<file path="src/rtl/ptc_pkg.sv">
// package for the pressure / temperature compensation block
// types, register indexes and sequencer states; no dependencies
package ptc_pkg;

  localparam int unsigned CfgWidth = 64;
  localparam int unsigned CfgIdxWidth = 2;
  localparam int unsigned RawWidth = 20;

  localparam logic [CfgIdxWidth-1:0] RegTempCal = 2'd0;
  localparam logic [CfgIdxWidth-1:0] RegPresLow = 2'd1;
  localparam logic [CfgIdxWidth-1:0] RegPresMid = 2'd2;
  localparam logic [CfgIdxWidth-1:0] RegPresHigh = 2'd3;

  typedef enum logic [4:0] {
    S_IDLE,
    S_T0, S_T1, S_T2, S_T3, S_T4,
    S_P0, S_P1, S_P2, S_P3, S_P4, S_P5, S_P6, S_P7, S_P8,
    S_DIV,
    S_Q0, S_Q1, S_Q2, S_Q3,
    S_OUT
  } state_e;

  // one operation of the shared multiplier
  typedef struct packed {
    logic [63:0] a;
    logic [63:0] b;
  } mul_req_t;

  typedef struct packed {
    logic        start;
    logic [63:0] num;
    logic [63:0] den;
  } div_req_t;

  typedef struct packed {
    logic        busy;
    logic        done;
    logic [63:0] quot;
  } div_rsp_t;

endpackage

</file>
<file path="src/rtl/ptc_mul.sv">
// shared 64-bit wrapping multiplier built from 32x32 partial products lo*lo, lo*hi and hi*lo
// depends on ptc_pkg
module ptc_mul (
  input  logic              clk_i,
  input  logic              rst_ni,
  input  logic              start_i,
  input  ptc_pkg::mul_req_t req_i,
  output logic              done_o,
  output logic [63:0]       prod_o
);

  logic [63:0] a_q, a_d, b_q, b_d, acc_q, acc_d;
  logic [2:0]  cnt_q, cnt_d;
  logic        done_q, done_d;
  logic [31:0] pa, pb;
  logic [63:0] pp_q;

  // pick partial product: lo*lo, lo*hi, hi*lo
  always_comb begin
    case (cnt_q)
      3'd3:    begin pa = a_q[31:0];  pb = b_q[31:0];  end
      3'd2:    begin pa = a_q[31:0];  pb = b_q[63:32]; end
      default: begin pa = a_q[63:32]; pb = b_q[31:0];  end
    endcase
  end

  always_comb begin
    a_d = a_q;
    b_d = b_q;
    acc_d = acc_q;
    cnt_d = cnt_q;
    done_d = 1'b0;
    if (start_i) begin
      a_d = req_i.a;
      b_d = req_i.b;
      acc_d = '0;
      cnt_d = 3'd4;
    end else if (cnt_q != 3'd0) begin
      cnt_d = cnt_q - 3'd1;
      done_d = (cnt_q == 3'd1);
      // product of the previous cycle accumulates
      case (cnt_q)
        3'd2:    acc_d = pp_q;
        3'd1:    acc_d = acc_q + {pp_q[31:0], 32'd0};
        default: acc_d = acc_q;
      endcase
    end
  end

  always_ff @(posedge clk_i or negedge rst_ni) begin
    if (!rst_ni) begin
      cnt_q <= '0;
      done_q <= 1'b0;
    end else begin
      cnt_q <= cnt_d;
      done_q <= done_d;
    end
  end

  always_ff @(posedge clk_i) begin
    a_q <= a_d;
    b_q <= b_d;
    acc_q <= acc_d;
    pp_q <= 64'(pa) * 64'(pb);
  end

  // last cross term lands straight in the result
  assign prod_o = acc_q + {pp_q[31:0], 32'd0};
  // high for the one cycle in which the full product is on prod_o
  assign done_o = done_q;

endmodule

</file>
<file path="config.mk">
export PLATFORM = sky130hd
export DESIGN_NAME = ptc_mul
export DESIGN_NICKNAME = d
export VERILOG_FILES = /design/src/rtl/ptc_pkg.sv /design/src/rtl/ptc_mul.sv
export SDC_FILE = /design/constraint.sdc
export NUM_CORES = 2
export LEC_CHECK = 0
export BUFFER_PORTS_ARGS = -buffer_cell sky130_fd_sc_hd__buf_2
export CAP_MARGIN = 20
export CORE_MARGIN = 2
export CORE_UTILIZATION = 40
export CTS_CLUSTER_SIZE = 16
export DETAILED_ROUTE_END_ITERATION = 8
export GPL_TIMING_DRIVEN = 0
export PLACE_DENSITY = 0.67
export SLEW_MARGIN = 10
export SYNTH_ARGS = -nofsm -noshare
export SYNTH_HDL_FRONTEND = slang
export SYNTH_SLANG_ARGS = --single-unit
</file>
<file path="constraint.sdc">
create_clock -name clk_i -period 7.9 [get_ports clk_i]
set_input_delay 0.395 -clock clk_i [delete_from_list [all_inputs] [get_ports clk_i]]
set_output_delay 0.395 -clock clk_i [all_outputs]
set_load 0.02 [all_outputs]
</file>
# Yosys cells after proc, flatten, opt, wreduce, memory -nomap -nowiden
# Cells that the tools add are included.
word_totals:
  reg_bits: 260
  input_bits: 131
  word_cells: 24
op_classes:
  addsub: 2
  multipliers: 1
  eq_ne: 3
  muxes: 7
  reduce_logical: 5
op_table:
  columns: ["cell", "n"]
  rows:
  - ["one-hot mux 64 bit (2 select lines)", 1]
  - ["adder 64 bit", 1]
  - ["multiplier 32 x 32 -> 64 bit", 1]
  - ["two-way mux 32 bit", 2]
  - ["equality test 3 x 2 -> 1 bit, second input constant", 2]
  - ["two-way mux 3 bit", 2]
  - ["nonzero test 2 bit", 2]
  - ["equality test 3 x 1 -> 1 bit, second input constant", 1]
  - ["nonzero test 3 bit", 1]
  - ["subtractor 3 x 1 -> 3 bit, second input constant", 1]
  - ["two-way mux 1 bit", 2]
  - ["AND reduction 2 bit", 1]
  - ["OR reduction 2 bit", 1]

# Logic depth before layout (Yosys ltp)
depth:
  depth_word: 4
  depth_mapped: 37
  mapped_depth_nobuf: 32

# Worst setup path after synthesis
# OpenSTA, ideal clock, no wires.
synth_timing:
  kind: "register to register"
  from: "register cnt_q[0]"
  to: "register pp_q[61]"
  setup_ns: 0.073
  arrival_time_ns: 8.532
  path_slack_ns: -0.704
  stages_incl_launch_ff: 36
  period_less_slack_ns: 8.604
  cell_sequence: "dfrtp_1 inv_1 ha_1 o21bai_1 buf_2 buf_2 buf_2 mux2i_1 clkbuf_1 nor2_1 fa_1 fa_1 fa_1 inv_1 fa_1 inv_1 fa_1 inv_1 fa_1 inv_1 fa_1 inv_1 fa_1 inv_1 ha_1 clkbuf_1 a21o_1 a21oi_1 o221ai_1 or3_1 o21ai_1 nand2_1 nor2b_2 o21ai_1 a41oi_1 xnor2_1"
synth_via:
  elab_chain_cells: 4
synth_lines:
  columns: ["element", "line_no", "text"]
  rows:
  - ["from (decl)", "ptc_mul.sv:13", "logic [2:0] cnt_q, cnt_d;"]
  - ["from (signal assigned)", "ptc_mul.sv:55", "cnt_q <= cnt_d;"]
  - ["equality test 3 x 2 -> 1 bit", "ptc_mul.sv:20", "case (cnt_q)"]
  - ["OR reduction 2 bit (no line)", null, null]
  - ["two-way mux 32 bit", "ptc_mul.sv:20", null]
  - ["multiplier 32 x 32 -> 64 bit (*)", "ptc_mul.sv:64", "pp_q <= 64'(pa) * 64'(pb);"]
  - ["to (signal assigned)", "ptc_mul.sv:64", null]
  - ["to (decl)", "ptc_mul.sv:16", "logic [63:0] pp_q;"]
# Every way passes the cells marked *; elsewhere a longest branch is shown, timed or not.
# A chain may end at the register's enable or synchronous reset.

# Final worst setup path
layout_timing:
  from: "register cnt_q[1]"
  to: "register pp_q[56]"
# Same word-level chain as after synthesis.

==> results_tabular.tex <==
\begin{tabular}{lr}
\hline
Metric & Value \\
\hline
\multicolumn{2}{l}{\textbf{STA}} \\
\quad Unrepaired setup endpoints after global routing & yes \\
\quad Total of endpoints with negative setup slack in the final report & between 40 and 50 \\
\quad Setup skew after layout & between 0.015 and 0.02 ns \\
\quad Final Hold Viols & 0 \\
\quad FMAX & approximately 0.11 GHz \\
\quad Final slew viol count & 0 \\
\quad Worst rel slew slack & around 40\% \\
\quad Final period util & 112\% \\
\quad Worst-margin pin slew & roughly 0.9 ns \\
\quad Final Critical Period & 8.83 ns \\
\quad Final setup margin & -0.931 ns \\
\multicolumn{2}{l}{\textbf{Detailed routing}} \\
\quad Per-cell routed wire length & roughly 28 µm \\
\quad Remaining number of nets flagged by the antenna check after routing & 0 \\
\quad Routed via count divided by cell count & between 5 and 6 \\
\quad Via count & roughly 36000 \\
\quad Residual DRC count & 0 \\
\quad Number of DRC violations after detailed-routing iteration 0 & 3904 \\
\quad Detailed-route wire length & 179000 µm \\
\quad Total iterations of the first detailed-routing run & 9 \\
\multicolumn{2}{l}{\textbf{Global route}} \\
\quad Total global routing overflow & 0 \\
\quad Largest net degree at the start of global routing & 97 \\
\quad Antenna violations before repair & 10 \\
\quad Global routing met3 resource utilization & roughly 11\% \\
\quad Overall global routing resource usage & between 30\% and 40\% \\
\quad First-pass GRT wire length & about 250000 µm \\
\quad GRT met2 Usage & $\sim$50\% \\
\quad Met1 GRT Util & between 40\% and 50\% \\
\quad Via count of the first global-routing pass & approximately 36000 \\
\quad Grt peak-use layer & met2 \\
\multicolumn{2}{l}{\textbf{Cells and area}} \\
\quad Area growth from synthesis to layout & 23.6\% \\
\quad Area of combinational cells with multiple inputs & around 33000 µm² \\
\quad Net count of the finished layout & 6407 \\
\quad Seq. cell area & $\sim$6500 µm² \\
\quad Final core occ & 49.9\% \\
\quad Design area & about 53000 µm² \\
\quad Number of fill cells & roughly 9600 \\
\quad Ratio of cells with drive above 1 in the final layout & 17.5\% \\
\multicolumn{2}{l}{\textbf{Worst setup path}} \\
\quad Endpoint arrival time on the critical path & a little over 9 ns \\
\quad Cell seen most often among critical-path stages & fa\_1 \\
\quad Worst reg-to-reg setup slack & -0.93 ns \\
\quad Cell family contributing the most delay on the critical path & adder cells \\
\quad Max incr delay on CP & $\sim$0.55 ns \\
\quad Buffers plus inverters on the worst setup path & 11 \\
\quad Cell type of the slowest stage on the worst timing path & fa\_1 \\
\quad Critical Path Start Type & flop \\
\quad Required time reported for the critical path endpoint & 8.41 ns \\
\quad Setup CP Type & flop to flop \\
\quad Kind of end point of the critical path & flop \\
\quad Biggest fanout along the worst timing path & 8 \\
\multicolumn{2}{l}{\textbf{Clock tree}} \\
\quad Clock tree from TritonCTS & done \\
\quad Largest buffer count on any clock path & 3 \\
\quad Clock network latency to the later pin of the worst-skew pair & $\sim$0.62 ns \\
\quad Htree depth & 1 \\
\quad Clk root buf & clkbuf\_16 \\
\quad TritonCTS Buffers & 28 \\
\quad Clock Sink Count & 260 \\
\quad Clock slew at the register clock pins of the worst setup and hold paths & roughly 0.060 ns \\
\multicolumn{2}{l}{\textbf{Place}} \\
\quad Sum of net half-perimeters after detailed placement & between 100000 and 150000 µm \\
\quad IO Port Bufs & 195 \\
\quad Worst slack at placement & -2.73 ns \\
\quad RD Place Congestion & between 1 and 1.5 \\
\quad DP Area & 46100 µm² \\
\multicolumn{2}{l}{\textbf{Synthesis}} \\
\quad Cell area after synthesis & about 42000 µm² \\
\quad Net Count, Synth & 5859 \\
\quad Number of unique standard cell types used by synthesis & a little under 70 \\
\quad Largest family of logic cells by synthesized area & adder cells \\
\quad Fraction of registers with async set/reset & 1.54\% \\
\quad Total of warnings raised by yosys & 0 \\
\quad Most used flip-flop cell after synthesis & edfxtp\_1 \\
\quad Compound-gate portion of the synthesized area & roughly 5.6\% \\
\quad Number of synthesized flops with an enable pin & $\sim$130 \\
\quad Number of synthesized register bits & between 200 and 300 \\
\quad Fraction of the mapped netlist area in simple logic gates & 12.8\% \\
\quad Register area share after synthesis & approximately 15\% \\
\quad Syn avg cell area & $\sim$9.4 µm² \\
\quad Mux cell area share after synthesis & under 10\% \\
\quad Mapped Cells & 4532 \\
\quad Share of synthesized cell area in full adder, half adder and majority cells & approximately half \\
\quad Xor/xnor cell area share of the yosys netlist & $\sim$1.9\% \\
\multicolumn{2}{l}{\textbf{Die}} \\
\quad Site row count & roughly 120 \\
\quad Boundary pin count & between 150 and 200 \\
\quad Die area & between 100000 and 150000 µm² \\
\quad Initial core utilization & approximately two fifths \\
\quad Die boundary height & around 330 µm \\
\quad Area of the core & approximately 110000 µm² \\
\quad Die Width & between 300 and 400 µm \\
\multicolumn{2}{l}{\textbf{Status}} \\
\quad Result of the run & finished, violations left \\
\quad Violations in the final reports & setup timing \\
\multicolumn{2}{l}{\textbf{Worst hold path}} \\
\quad Worst min path class & input port to async pin \\
\multicolumn{2}{l}{\textbf{Run}} \\
\quad Max\_cap viols & 0 \\
\hline
\end{tabular}
## state kept, by name (all words and copies together), names as in the netlist
| name | flops |
|---|---|
| b_q | 64 |
| cnt_q | 3 |
| a_q | 64 |
| acc_q | 64 |
| pp_q | 64 |
| done_o | 1 |
## placed cells by master, fill, tap and decap left out, drive strengths merged, types with 4 or more instances in the layout
cell,Yosys,final
nor2,654,654
buf,54,454
fa,897,897
a21oi,151,151
o31ai,6,6
clkbuf,192,213
o21bai,20,20
o21ai,56,56
and4,4,4
nor3,22,22
nand2,612,612
dlygate4sd3,0,129
nand3,11,11
o211ai,6,6
nor4,8,8
and3,7,7
mux2,64,64
xnor2,63,63
nor3b,4,4
nand2b,10,10
a311oi,13,13
inv,860,860
and2,5,5
xor2,28,28
mux2i,67,67
dfxtp,128,128
a31oi,9,9
clkinv,0,12
a211oi,18,18
a21o,40,40
or3,7,7
bufinv,0,5
nand4,23,23
nor2b,8,8
edfxtp,128,128
o21a,11,11
ha,299,299
dfrtp,4,4
## area by class of cell
class,count,share of cell area (%)
Multi-Input combinational cell,3166,63.1
Sequential cell,260,12.4
Timing Repair Buffer,531,8.69
Inverter,860,6.14
Buffer,233,4.44
Tap cell,1391,3.31
Clock buffer,34,1.44
Clock inverter,18,0.455
Antenna cell,2,0.00952
## repair_timing
action,in CTS,in global routing
hold buffers,128,1
buffers inserted,165,18
endpoints found under the setup margin,55,47
hold endpoints to repair,131,1
gates resized for setup,509,44
cloned,6,0
pin swaps,88,22
## routing by layer
layer  wire (µm)  vias to the layer above
met1       62500                    18100
met5         193                        -
li1            -                    14900
met2       77300                     2251
met3       23100                      655
met4       16000                       14
## cells by family (layout without fill, tap and decap cells)
family          Yosys count  in the layout
compound gates          367            367
xor+xnor                 91             91
fa+ha+maj              1196           1196
buf+inv                1106           1676
flops                   260            260
mux                     131            131
other cells               0              2
simple gates           1381           1381
## worst paths after layout
path | cells after the start | end | from
max | 34 | pp_q[56]$_DFF_P_ | cnt_q[1]$_DFFE_PN0P_
min | 2 | cnt_q[1]$_DFFE_PN0P_ | rst_ni
max reg2reg | 34 | pp_q[56]$_DFF_P_ | cnt_q[1]$_DFFE_PN0P_
min reg2reg | 2 | acc_q[3]$_SDFFE_PP0P_ | acc_q[3]$_SDFFE_PP0P_
max in group asynchronous | 2 | cnt_q[0]$_DFFE_PN0P_ | rst_ni
min in group clk_i | 1 | a_q[2]$_DFFE_PP_ | start_i
## stage by stage
| stage | hold slack [ns] | setup TNS, ns | std cells |
|---|---|---|---|
| after global placement | 0.216 | -108.43 | 6118 |
| after detailed placement | 0.216 | -96.15 | 6136 |
| final | 0.117 | -24.46 | 6495 |
| after CTS | 0.000559 | -19.76 | 6475 |
| after floorplan | 0.0994 | 0 | 4532 |
| after global routing | 0.121 | -33.64 | 6494 |
## worst register-to-register path, delay by kind of cell (launching register included)
| kind | cells | cell delay, ns |
|---|---|---|
| adder cells (fa/ha/maj) | 10 | 4.56 |
| XOR/XNOR | 1 | 0.14 |
| multiplexers | 1 | 0.31 |
| buffers and inverters | 11 | 1.53 |
| AO/OA/AOI/OAI | 8 | 1.23 |
| flip-flops | 1 | 0.44 |
| AND/OR/NAND/NOR | 3 | 0.50 |
## Yosys cell counts, types with 8 or more instances
cell type	number	share of area, %
mux2_2	64	1.7
nand3_1	11	0.13
a211oi_1	14	0.25
dfxtp_1	128	6.0
buf_1	13	0.11
nor3_1	22	0.26
xor2_1	28	0.58
clkbuf_1	190	1.7
nand4_1	23	0.34
o21a_1	11	0.19
nand2b_1	10	0.15
inv_1	860	7.6
fa_1	897	42
a21o_1	40	0.71
a311oi_1	13	0.27
o21ai_1	13	0.15
o21ai_0	43	0.51
ha_1	299	8.8
buf_2	9	0.11
a21oi_1	150	1.8
o21bai_1	20	0.35
nor4_1	8	0.12
buf_4	32	0.57
mux2i_1	67	1.6
nand2_1	612	5.4
edfxtp_1	128	9.0
nor2_1	654	5.8
a31oi_1	9	0.13
xnor2_1	63	1.3
Power is not shown: default switching activity piles up to over one toggle a cycle in this logic, so the estimate is an artifact.
