[src/rtl/ptc_pkg.sv]
// package for the pressure / temperature compensation block
// types, register indexes and sequencer states; no dependencies
package ptc_pkg;

  localparam int unsigned CfgWidth = 64;
  localparam int unsigned CfgIdxWidth = 2;
  localparam int unsigned RawWidth = 20;

  localparam logic [CfgIdxWidth-1:0] RegTempCal = 2'd0;
  localparam logic [CfgIdxWidth-1:0] RegPresLow = 2'd1;
  localparam logic [CfgIdxWidth-1:0] RegPresMid = 2'd2;
  localparam logic [CfgIdxWidth-1:0] RegPresHigh = 2'd3;

  typedef enum logic [4:0] {
    S_IDLE,
    S_T0, S_T1, S_T2, S_T3, S_T4,
    S_P0, S_P1, S_P2, S_P3, S_P4, S_P5, S_P6, S_P7, S_P8,
    S_DIV,
    S_Q0, S_Q1, S_Q2, S_Q3,
    S_OUT
  } state_e;

  // one operation of the shared multiplier
  typedef struct packed {
    logic [63:0] a;
    logic [63:0] b;
  } mul_req_t;

  typedef struct packed {
    logic        start;
    logic [63:0] num;
    logic [63:0] den;
  } div_req_t;

  typedef struct packed {
    logic        busy;
    logic        done;
    logic [63:0] quot;
  } div_rsp_t;

endpackage

[src/rtl/ptc_div.sv]
// signed 64-bit restoring divider, one quotient bit a cycle, truncates toward zero
// depends on ptc_pkg
module ptc_div (
  input  logic              clk_i,
  input  logic              rst_ni,
  input  ptc_pkg::div_req_t req_i,
  output ptc_pkg::div_rsp_t rsp_o
);

  logic [63:0] rem_q, rem_d, quo_q, quo_d, den_q, den_d;
  logic [6:0]  cnt_q, cnt_d;
  logic        neg_q, neg_d, done_q, done_d;
  logic [64:0] trial;
  logic [63:0] shifted;

  assign shifted = {rem_q[62:0], quo_q[63]};
  assign trial = {1'b0, shifted} - {1'b0, den_q};

  always_comb begin
    rem_d = rem_q;
    quo_d = quo_q;
    den_d = den_q;
    cnt_d = cnt_q;
    neg_d = neg_q;
    done_d = 1'b0;
    if (req_i.start) begin
      rem_d = '0;
      quo_d = req_i.num[63] ? (64'd0 - req_i.num) : req_i.num;
      den_d = req_i.den[63] ? (64'd0 - req_i.den) : req_i.den;
      neg_d = req_i.num[63] ^ req_i.den[63];
      cnt_d = 7'd64;
    end else if (cnt_q != 7'd0) begin
      // one restoring step
      if (!trial[64]) begin
        rem_d = trial[63:0];
        quo_d = {quo_q[62:0], 1'b1};
      end else begin
        rem_d = shifted;
        quo_d = {quo_q[62:0], 1'b0};
      end
      cnt_d = cnt_q - 7'd1;
      done_d = (cnt_q == 7'd1);
    end
  end

  always_ff @(posedge clk_i or negedge rst_ni) begin
    if (!rst_ni) begin
      cnt_q <= '0;
      done_q <= 1'b0;
    end else begin
      cnt_q <= cnt_d;
      done_q <= done_d;
    end
  end

  always_ff @(posedge clk_i) begin
    rem_q <= rem_d;
    quo_q <= quo_d;
    den_q <= den_d;
    neg_q <= neg_d;
  end

  assign rsp_o.busy = (cnt_q != 7'd0);
  assign rsp_o.done = done_q;
  assign rsp_o.quot = neg_q ? (64'd0 - quo_q) : quo_q;

endmodule
[config.mk]
export PLATFORM = sky130hd
export DESIGN_NAME = ptc_div
export DESIGN_NICKNAME = d
export VERILOG_FILES = /design/src/rtl/ptc_pkg.sv /design/src/rtl/ptc_div.sv
export SDC_FILE = /design/constraint.sdc
export NUM_CORES = 1
export LEC_CHECK = 0
export BUFFER_PORTS_ARGS = -buffer_cell sky130_fd_sc_hd__buf_2
export CAP_MARGIN = 10
export CELL_PAD_IN_SITES_DETAIL_PLACEMENT = 0
export CELL_PAD_IN_SITES_GLOBAL_PLACEMENT = 1
export CORE_UTILIZATION = 45
export DETAILED_ROUTE_END_ITERATION = 12
export GPL_ROUTABILITY_DRIVEN = 0
export HOLD_SLACK_MARGIN = 0.03
export PLACE_DENSITY_LB_ADDON = 0.25
export SLEW_MARGIN = 20
export SYNTH_ARGS = -nofsm -noshare
export SYNTH_HDL_FRONTEND = slang
export SYNTH_SLANG_ARGS = --single-unit
[constraint.sdc]
create_clock -name clk_i -period 5.7 [get_ports clk_i]
set_input_delay 1.14 -clock clk_i [delete_from_list [all_inputs] [get_ports clk_i]]
set_output_delay 1.14 -clock clk_i [all_outputs]
set_load 0.05 [all_outputs]
---- Word-level counts from Yosys, hierarchy flattened ----
Cells that the tools add are included.
storage, ports and cells
  register bits ........................... 200
  output and inout bits ................... 66
  word-level logic and storage cells ...... 27
operators by class
  $add $sub $neg .......................... 5
  eq/ne operators ......................... 1
  muxes and demuxes ....................... 11
  bitwise gates (word level) .............. 1
  reductions and logical operators ........ 2
operator list
  cell                                                count
  two-way mux 64 bit                                  4
  subtractor 1 x 64 -> 64 bit (first input constant)  3
  two-way mux 63 bit                                  2
  subtractor 64 x 64 -> 65 bit                        1
  two-way mux 7 bit                                   2
  == test 7 x 1 -> 1 bit (second input constant)      1
  nonzero test 7 bit                                  1
  subtractor 7 x 1 -> 7 bit (second input constant)   1
  two-way mux 1 bit                                   3
  nonzero test 2 bit                                  1
  bitwise XOR 1 bit                                   1

---- Depth between registers and ports, before layout ----
Gate-level depths: netlist of run 1.
  depth after elaboration ................. 4
  mapped depth ............................ 15
  depth with buffers taken out ............ 13

---- Worst setup path before layout of run 1 ----
OpenSTA, ideal clock, no wires.
  path kind ............................... reg2out
  from .................................... register quo_q[6]
  to ...................................... output port rsp_o[57] (netlist name)
  arrival ................................. 3697 ps
  data required time ...................... 4560 ps
  setup slack ............................. 863 ps
  stages on the path, launching flop included .. 10
  path through ............................ edfxtp_1 > or4_4 > or4_4 > nor3_4 > nand4_1 > or4_1 > or4_4 > or4_4 > o21ai_2 > xnor2_1
RTL lines
  item                    RTL line       text
  from (decl)             ptc_div.sv:10  logic [63:0] rem_q, rem_d, quo_q, quo_d, den_q, den_d;
  from (signal assigned)  ptc_div.sv:58  quo_q <= quo_d;
  to (decl)               ptc_div.sv:7   output ptc_pkg::div_rsp_t rsp_o

==> flow_summary.yaml, run 1 <==
worst_setup_path:
  r2r_cells: 15
  crit_path_end_kind: "output port"
  cp_data_required_time_ns: 4.56
  crit_family: "simple AND/OR/NAND/NOR gates"
  r2r_slack_ns: 1.42
  slowest_stage: "or4_4"
  path_class: "reg2out"
  cp_cell_sequence: "or4_4 -> or4_4 -> nor3_4 -> nand4_1 -> or4_1 -> or4_4 -> or4_4 -> o21ai_2 -> xnor2_1 -> buf_2"
  start_kind: "flop"
  crit_buf_inv: 1
  crit_top_cell: "or4_4"
  arrival_ns: 4.35
  critPathMaxStageDelay_ns: 0.58
  rr_endpoint: "rem_q[57]"
  path_max_fanout: 5
  r2r_start: "quo_q[63]"
min_path:
  min_path_cells: 1
  min_from: "cnt_q[6]"
  hold_path_class: "reg2reg"
  holdPathEnd: "cnt_q[6]"
timing:
  fin_worst_skew_ns: 0.0100
  max_freq_mhz: 182
  slew_headroom_pct: 29.0
  post-route-period-util_pct: 96.3
  rsz0062_at_grt: "no"
  setup_viol: 0
  tns_ns: 0
  finalHoldViolations: 0
  report.final.slew_viol_count: 0
  tightestPinTransition_ns: 1.07
  fin_crit_ns: 5.49
clocking:
  clock_path_buffers: 2
  cts_sinks: 200
  htreeDepth: 4
  cts_setup_buffers: 0
  cts_made_buffers: 17
  root_buffer: "clkbuf_16"
  post_cts_resized: 0
  cts_tree: "yes"
  path_clk_slew_ns: 0.08
  cts_hold_buf: 0
  clk_latency_ns: 0.44
final_layout:
  design_area_mm2: 0.0174
  diodes: 0
  final_nets: 2214
  area_growth_pct: 12.5
  drive_gt1_share_pct: 13.2
grt:
  use_met3_pct: 2.56
  track_usage_pct: 23.1
  use_met1_pct: 33.6
  grt_remaining_overflow: 0
  grt_max_degree: 152
  grt_pass1_wl_mm: 66.5
  grt-busiest-layer: "met2"
  grt_pass1_vias: 12900
  met2_usage_pct: 36.3
  antenna_found_initial: 1
detailed_routing:
  viasPerCell: 5.61
  wire_per_inst_um: 16.5
  drtIter0Drc: 966
  ant_nets: 0
  drcViolationCount: 0
  vias: 13900
  wl_mm: 40.8
  dr.pass1.iters: 5
synthesis:
  netlist_area_mm2: 0.0155
  seq_area_frac_synth_pct: 34.4
  async_flop_share_pct: 4.00
  syn-num-nets: 2081
  synth_top_cell_by_area: "edfxtp_1"
  ys_ff_latch: 200
  synthTopCellsByArea: "edfxtp_1 25%, xnor2_1 8.4%, dfxtp_1 8.1%"
  syn_avg_cell_area_um2: 8.24
  synthCells: 1880
  ys.flop_type: "edfxtp_1"
  synth_top_area_share_pct: 25.0
  synth_cell_types: 67
  yosysWarnings: 0
  synth-edff-count: 129
floorplan:
  io_pins: 197
  die_x_um: 188
  rows: 67
  die_area_mm2: 0.0352
  dieHeight_um: 188
  core-area_mm2: 0.0337
  start_util_pct: 46.0
power_and_ir_drop:
  ir_drop_mv: 0.258
  powerDensity_mw_per_mm2: 397
  power_leakage_nw: 6.88
outcome:
  status: "finished, final reports clean"
run:
  max_cap_violations: 0
placed_design:
  hpwlAfterDp_mm: 31.0
  port_buffers: 196
  dpl_cell_area_mm2: 0.0168
## metal layers
metal / part of all wire [%] / vias to the layer above / wire, um
li1: - / 7086 / -
met1: 49 / 6395 / 20100
met2: 44 / 362 / 18000
met3: 5.1 / 38 / 2090
met4: 1.5 / 2 / 612
met5: 0.020 / - / 8
## worst reg2reg max path: stages (launching register included)
cell and delay (ns):
edfxtp_1 0.51, inv_1 0.08, ha_1 0.23, fa_1 0.41
nand2b_1 0.19, a21oi_1 0.22, o21ai_0 0.24, a21oi_1 0.29
o31ai_1 0.10, buf_4 0.16, o32a_1 0.27, o21ba_2 0.27
o21ai_4 0.35, buf_4 0.38, nor3_1 0.09, a2111oi_0 0.38
## state kept, by name, indices dropped and copies added, names as in the netlist
name	count
neg_q	1
quo_q	64
cnt_q	7
den_q	64
rem_q	63
done_q	1
## worst max path at each step
stage	from	to	slack, ns	cells past startpoint
floorplan	quo_q[6]	rsp_o[57]	0.86	9
global placement	quo_q[6]	rsp_o[57]	0.72	10
detailed placement	quo_q[6]	rsp_o[53]	0.66	10
CTS	quo_q[6]	rsp_o[53]	0.17	10
global route	quo_q[6]	rsp_o[57]	0.02	10
finish	quo_q[6]	rsp_o[53]	0.21	10
## cells in the mapped netlist, types with 5 or more instances
cell / n
dfxtp_1: 63
ha_1: 69
clkbuf_1: 86
nand2b_1: 27
buf_1: 10
a21oi_1: 166
o41ai_1: 21
nor3_1: 108
or4_1: 24
a211oi_1: 17
nand2_1: 151
nor4_1: 48
nand4_1: 23
edfxtp_1: 129
a21o_1: 15
o22ai_1: 11
inv_1: 102
nor2_1: 177
or3_1: 40
xnor2_1: 148
or2_2: 5
o21a_1: 9
o211ai_1: 7
nand3_1: 38
and3_1: 12
o31ai_1: 54
xor2_1: 96
a31oi_1: 10
nor2b_1: 10
o21ai_0: 109
dfrtp_1: 8
o21bai_1: 17
mux2i_1: 7
## where the power goes
group | total (mW) | leakage, nW | switching, mW | internal, mW
sequential | 2.24 | 1.90 | 0.326 | 1.91
clock | 1.29 | 0.300 | 0.574 | 0.713
combinational | 3.39 | 4.68 | 2.17 | 1.21
total | 6.91 | 6.88 | 3.07 | 3.84
## area by class of cell
type                            count  area (um^2)
Fill cell                        3384        16300
Multi-Input combinational cell   1480         9410
Sequential cell                   200         5340
Timing Repair Buffer              212         1120
Tap cell                          448          561
Clock buffer                       20          447
Inverter                          102          383
Clock inverter                     12          165
## cells in the final DEF (no fill, tap or decap), drive strengths merged, types with 22 or more instances in the layout
cell type,synthesis,routed
buf,12,211
nor2,177,177
a21oi,166,166
nand2,151,151
xnor2,148,148
edfxtp,129,129
o21ai,113,113
nor3,109,109
inv,102,107
xor2,96,96
ha,69,69
dfxtp,63,63
o31ai,54,54
nor4,49,49
or3,40,40
nand3,38,38
or4,28,28
nand2b,27,27
nand4,23,23
o41ai,22,22
## cells by family after synthesis
family          share of synthesized area [%]
compound gates                           18.8
xor+xnor                                 13.8
mux                                     0.670
fa+ha+maj                                5.70
buf+inv                                  4.89
simple gates                             21.7
flops                                    34.4
## metrics by stage
stage          setup WS [ns]  power (mW)  utilization, %  hold slack [ns]  std cells
2_1_floorplan          0.863        4.78               -            0.451       1880
3_3_place_gp           0.716        5.58            49.9            0.460       2442
3_5_place_dp           0.658        5.61            49.9            0.479       2442
4_1_cts                0.170        6.93            51.7            0.496       2474
5_1_grt               0.0175        7.40            51.7            0.519       2474
6_report               0.212        6.91            51.7            0.493       2474
Note: power is estimated with default switching activity, not from simulation.
==> run 2, diff against run 1 <==
==> constraint.sdc (replaced) <==
create_clock -name clk_i -period 5.1 [get_ports clk_i]
set_input_delay 1.02 -clock clk_i [delete_from_list [all_inputs] [get_ports clk_i]]
set_output_delay 1.02 -clock clk_i [all_outputs]
set_load 0.05 [all_outputs]
==> flow_summary.yaml, run 2 (synthesized netlist as in run 1, its figures left out) <==
outcome:
  status: "finished, final reports clean"
detailed_routing:
  dr.pass1.iters: 5
  drtIter0Drc: 1005
  wl_mm: 41.2
  ant_nets: 0
  vias: 14000
  wire_per_inst_um: 16.6
  viasPerCell: 5.64
  drcViolationCount: 0
timing:
  finalHoldViolations: 0
  tns_ns: 0
  tightestPinTransition_ns: 0.922
  fin_worst_skew_ns: 0.0106
  slew_headroom_pct: 38.5
  setup_slack_ns: 0.00356
  whs_ns: 0.410
  rsz0062_at_grt: "yes"
  fin_crit_ns: 5.10
  report.final.slew_viol_count: 0
  setup_viol: 0
  post-route-period-util_pct: 99.9
  max_freq_mhz: 196
clocking:
  cts_made_buffers: 17
  cts_sinks: 200
  cts_hold_buf: 0
  path_clk_slew_ns: 0.07
  clk_latency_ns: 0.44
  cts_tree: "yes"
  root_buffer: "clkbuf_16"
  htreeDepth: 4
  clock_path_buffers: 2
grt:
  grt_pass1_vias: 13000
  grt_remaining_overflow: 0
  grt_pass1_wl_mm: 66.4
  track_usage_pct: 23.1
  grt_max_degree: 197
  antenna_found_initial: 1
final_layout:
  final_nets: 2226
  mostFrequentLayoutCell: "buf_2"
  design_area_mm2: 0.0175
  drive_gt1_share_pct: 13.9
  diodes: 0
  final_cell_mix: "191 x buf_2, 177 x nor2_1, 166 x a21oi_1"
  top_regs: "den_q x64, quo_q x64, rem_q x63"
  finalCoreUtilization_pct: 52.0
  fin_cells: 2486
  area_growth_pct: 13.2
placed_design:
  dp_slack_ns: 0.194
  hpwlAfterDp_mm: 31.3
  dpl_cell_area_mm2: 0.0168
  dp_cells: 2446
  port_buffers: 196
worst_setup_path:
  startpoint: "quo_q[6]"
  crit_path_end_kind: "output port"
  path_class: "reg2out"
  start_kind: "flop"
  r2r_cells: 13
  r2r_slack_ns: 0.80
  crit_end: "rsp_o[57]"
  arrival_ns: 4.08
  rr_endpoint: "rem_q[54]"
  cp_data_required_time_ns: 4.08
  r2r_start: "quo_q[63]"
  path_max_fanout: 4
floorplan:
  dieHeight_um: 188
  start_util_pct: 46.0
  core-area_mm2: 0.0337
  io_pins: 197
  rows: 67
  die_area_mm2: 0.0352
  die_x_um: 188
power_and_ir_drop:
  ir_drop_mv: 0.297
  power_leakage_nw: 6.94
  finalPower_mw: 7.75
  powerDensity_mw_per_mm2: 442
min_path:
  hold_path_class: "in2async"
run:
  max_cap_violations: 0
[run 2: changes by cell type in the layout (fill, tap and decap cells not counted), moves of 2 or more]
cell / before / now
clkinvlp_4: 0 / 2
buf_2: 195 / 191
clkbuf_1: 2 / 0
inv_6: 5 / 7
clkinv_4: 3 / 1
buf_4: 15 / 30
[run 2: what timing repair did]
action	CTS	global route
gates resized for setup	4	4
endpoints found under the hold margin	0	0
setup endpoints to repair	4	9
setup buffers	7	1
pin swaps	4	1
[run 2: area by class of cell]
cell class | instances | area [um^2]
Tap cell | 448 | 561
Fill cell | 3334 | 16200
Multi-Input combinational cell | 1480 | 9430
Timing Repair Buffer | 224 | 1220
Inverter | 102 | 383
Clock buffer | 17 | 425
Sequential cell | 200 | 5340
Clock inverter | 15 | 185
[run 2: how the worst min path moves through the flow]
| stage | startpoint | endpoint | slack (ns) |
|---|---|---|---|
| floorplan | cnt_q[6] | cnt_q[6] | 0.45 |
| global placement | cnt_q[6] | cnt_q[6] | 0.46 |
| detailed placement | cnt_q[6] | cnt_q[6] | 0.47 |
| CTS | rst_ni | cnt_q[5] | 0.40 |
| global route | rst_ni | cnt_q[5] | 0.41 |
| finish | rst_ni | cnt_q[5] | 0.41 |
[run 2: routing by layer]
layer	GRT usage, %	share of wire, %	up-vias
met5	0	0.024	-
met4	4.69	0.87	2
met3	2.92	5.3	22
met2	36.8	44	395
met1	33.4	49	6490
li1	-	-	7113
[run 2: critical path, stage by stage (launching register included)]
cell and delay (ns):
edfxtp_1 0.39, or4_4 0.55, or4_4 0.46, nor3_4 0.15
nand4_1 0.20, or4_4 0.48, or4_4 0.46, or4_4 0.46
o21ai_2 0.16, xnor2_1 0.13, buf_4 0.22
[run 2: power breakdown]
| group | leakage (nW) | internal (mW) | switching, mW |
|---|---|---|---|
| clock network | 0.296 | 0.784 | 0.650 |
| registers | 1.90 | 2.13 | 0.363 |
| logic | 4.75 | 1.37 | 2.44 |
==> run 3, diff against run 2 <==
--- a/config.mk
+++ b/config.mk
@@ -6,7 +6,6 @@
 export NUM_CORES = 1
 export LEC_CHECK = 0
 export BUFFER_PORTS_ARGS = -buffer_cell sky130_fd_sc_hd__buf_2
-export CAP_MARGIN = 10
 export CELL_PAD_IN_SITES_DETAIL_PLACEMENT = 0
 export CELL_PAD_IN_SITES_GLOBAL_PLACEMENT = 1
 export CORE_UTILIZATION = 45
@@ -14,6 +13,7 @@
 export GPL_ROUTABILITY_DRIVEN = 0
 export HOLD_SLACK_MARGIN = 0.03
 export PLACE_DENSITY_LB_ADDON = 0.25
+export SETUP_SLACK_MARGIN = 0.3
 export SLEW_MARGIN = 20
 export SYNTH_ARGS = -nofsm -noshare
 export SYNTH_HDL_FRONTEND = slang
==> flow_summary.yaml, run 3 (synthesized netlist as in run 1, its figures left out) <==
grt:
  grt_max_degree: 197
  antenna_found_initial: 1
  grt_pass1_vias: 13000
  grt_remaining_overflow: 0
  track_usage_pct: 23.2
  grt_pass1_wl_mm: 66.7
power_and_ir_drop:
  pwr-share-seq_pct: 32.1
  finalPower_mw: 7.79
  powerDensity_mw_per_mm2: 439
  pwr-share-clk_pct: 18.4
  power_leakage_nw: 7.03
  switchingPower_mw: 3.48
  switching_share_pct: 44.6
  ir_drop_mv: 0.297
  combPwrFrac_pct: 49.4
  intPower_mw: 4.32
timing:
  setup_slack_ns: -0.0230
  slew_headroom_pct: 38.9
  fin_worst_skew_ns: 0.0125
  fin_crit_ns: 5.12
  max_freq_mhz: 195
  rsz0062_at_grt: "yes"
  tightestPinTransition_ns: 0.917
  setup_viol: 3
  post-route-period-util_pct: 100
  report.final.slew_viol_count: 0
  finalHoldViolations: 0
clocking:
  clk_latency_ns: 0.44
  path_clk_slew_ns: 0.08
  cts_sinks: 200
  cts_hold_buf: 0
  cts_tree: "yes"
  cts_made_buffers: 17
  root_buffer: "clkbuf_16"
  clock_path_buffers: 2
  htreeDepth: 4
detailed_routing:
  wl_mm: 41.5
  viasPerCell: 5.67
  dr.pass1.iters: 5
  drtIter0Drc: 1008
  vias: 14100
  wire_per_inst_um: 16.7
  ant_nets: 0
  drcViolationCount: 0
floorplan:
  die_area_mm2: 0.0352
  dieHeight_um: 188
  core-area_mm2: 0.0337
  io_pins: 197
  start_util_pct: 46.0
  die_x_um: 188
  rows: 67
worst_setup_path:
  start_kind: "flop"
  crit_path_end_kind: "output port"
  arrival_ns: 4.10
  path_max_fanout: 3
  path_class: "reg2out"
  cp_data_required_time_ns: 4.08
placed_design:
  dp_cells: 2446
  port_buffers: 196
  hpwlAfterDp_mm: 31.3
outcome:
  violations: "setup timing"
  status: "finished, violations left"
run:
  max_cap_violations: 0
final_layout:
  final_nets: 2231
  top_regs: "den_q x64, quo_q x64, rem_q x63"
  drive_gt1_share_pct: 15.0
  area_growth_pct: 14.6
  diodes: 0
  mostFrequentLayoutCell: "buf_2"
  finalCoreUtilization_pct: 52.7
  fillers: 3305
  fin_cells: 2491
  final_cell_mix: "178 x buf_2, 176 x nor2_1, 162 x a21oi_1"
min_path:
  hold_path_class: "in2async"
[run 3: worst max-delay path, stage by stage, from the launching register on]
cell and delay (ns):
edfxtp_1 0.39, or4_4 0.55, or4_4 0.46, nor3_4 0.15, nand4_1 0.22, or4_4 0.49, or4_4 0.45, or4_4 0.46
buf_4 0.16, nand2_4 0.06, xnor2_2 0.12, buf_6 0.18
[run 3: cell type report]
| class | instances | area, um^2 | area share, % |
|---|---|---|---|
| Multi-Input combinational cell | 1480 | 9560 | 53.9 |
| Sequential cell | 200 | 5340 | 30.0 |
| Timing Repair Buffer | 229 | 1300 | 7.34 |
| Tap cell | 448 | 561 | 3.16 |
| Clock buffer | 17 | 425 | 2.40 |
| Inverter | 102 | 383 | 2.16 |
| Clock inverter | 15 | 185 | 1.04 |
[run 3: what timing repair did]
item / 4_1_cts / 5_1_grt
gates resized for setup: 22 / 33
pin swaps: 7 / 9
endpoints found under the setup margin: 14 / 19
gates cloned: 0 / 0
setup buffers: 9 / 4
[run 3: per-stage QoR]
stage | hold slack [ns] | setup slack (ns) | setup TNS, ns | area (um^2)
finish | 0.406 | -0.0230 | -0.0597 | 17800
global placement | 0.460 | 0.255 | 0 | 16800
floorplan | 0.451 | 0.383 | 0 | 15500
detailed placement | 0.472 | 0.194 | 0 | 16800
global route | 0.406 | -0.152 | -0.488 | 17800
CTS | 0.397 | -0.0908 | -0.176 | 17600
[run 3: power by group through the flow]
stage | logic, mW | registers (mW) | clock network [mW]
2_1_floorplan | 2.95 | 2.40 | 0
3_3_place_gp | 3.73 | 2.52 | 0
3_5_place_dp | 3.76 | 2.52 | 0
4_1_cts | 3.81 | 2.49 | 1.48
5_1_grt | 4.23 | 2.55 | 1.53
6_report | 3.85 | 2.50 | 1.44
[run 3: per-layer routing]
layer | vias up | track usage [%] | part of all wire (%)
met2 | 398 | 37.1 | 45
li1 | 7120 | - | -
met1 | 6568 | 33.3 | 49
met5 | - | 0 | 0.024
met4 | 2 | 4.78 | 0.90
met3 | 24 | 3.11 | 5.5
[run 3: path summary, 6_finish.rpt]
kind                            from        end  slack, ns  depth (start not counted)
max                         quo_q[6]  rsp_o[49]      -0.02                         11
min                           rst_ni   cnt_q[5]       0.41                          1
min in group clk_i          cnt_q[6]   cnt_q[6]       0.49                          1
max in group asynchronous     rst_ni   cnt_q[1]       4.52                          1
min reg2reg                 cnt_q[6]   cnt_q[6]       0.49                          1
max reg2reg                quo_q[63]  rem_q[54]       0.83                         13
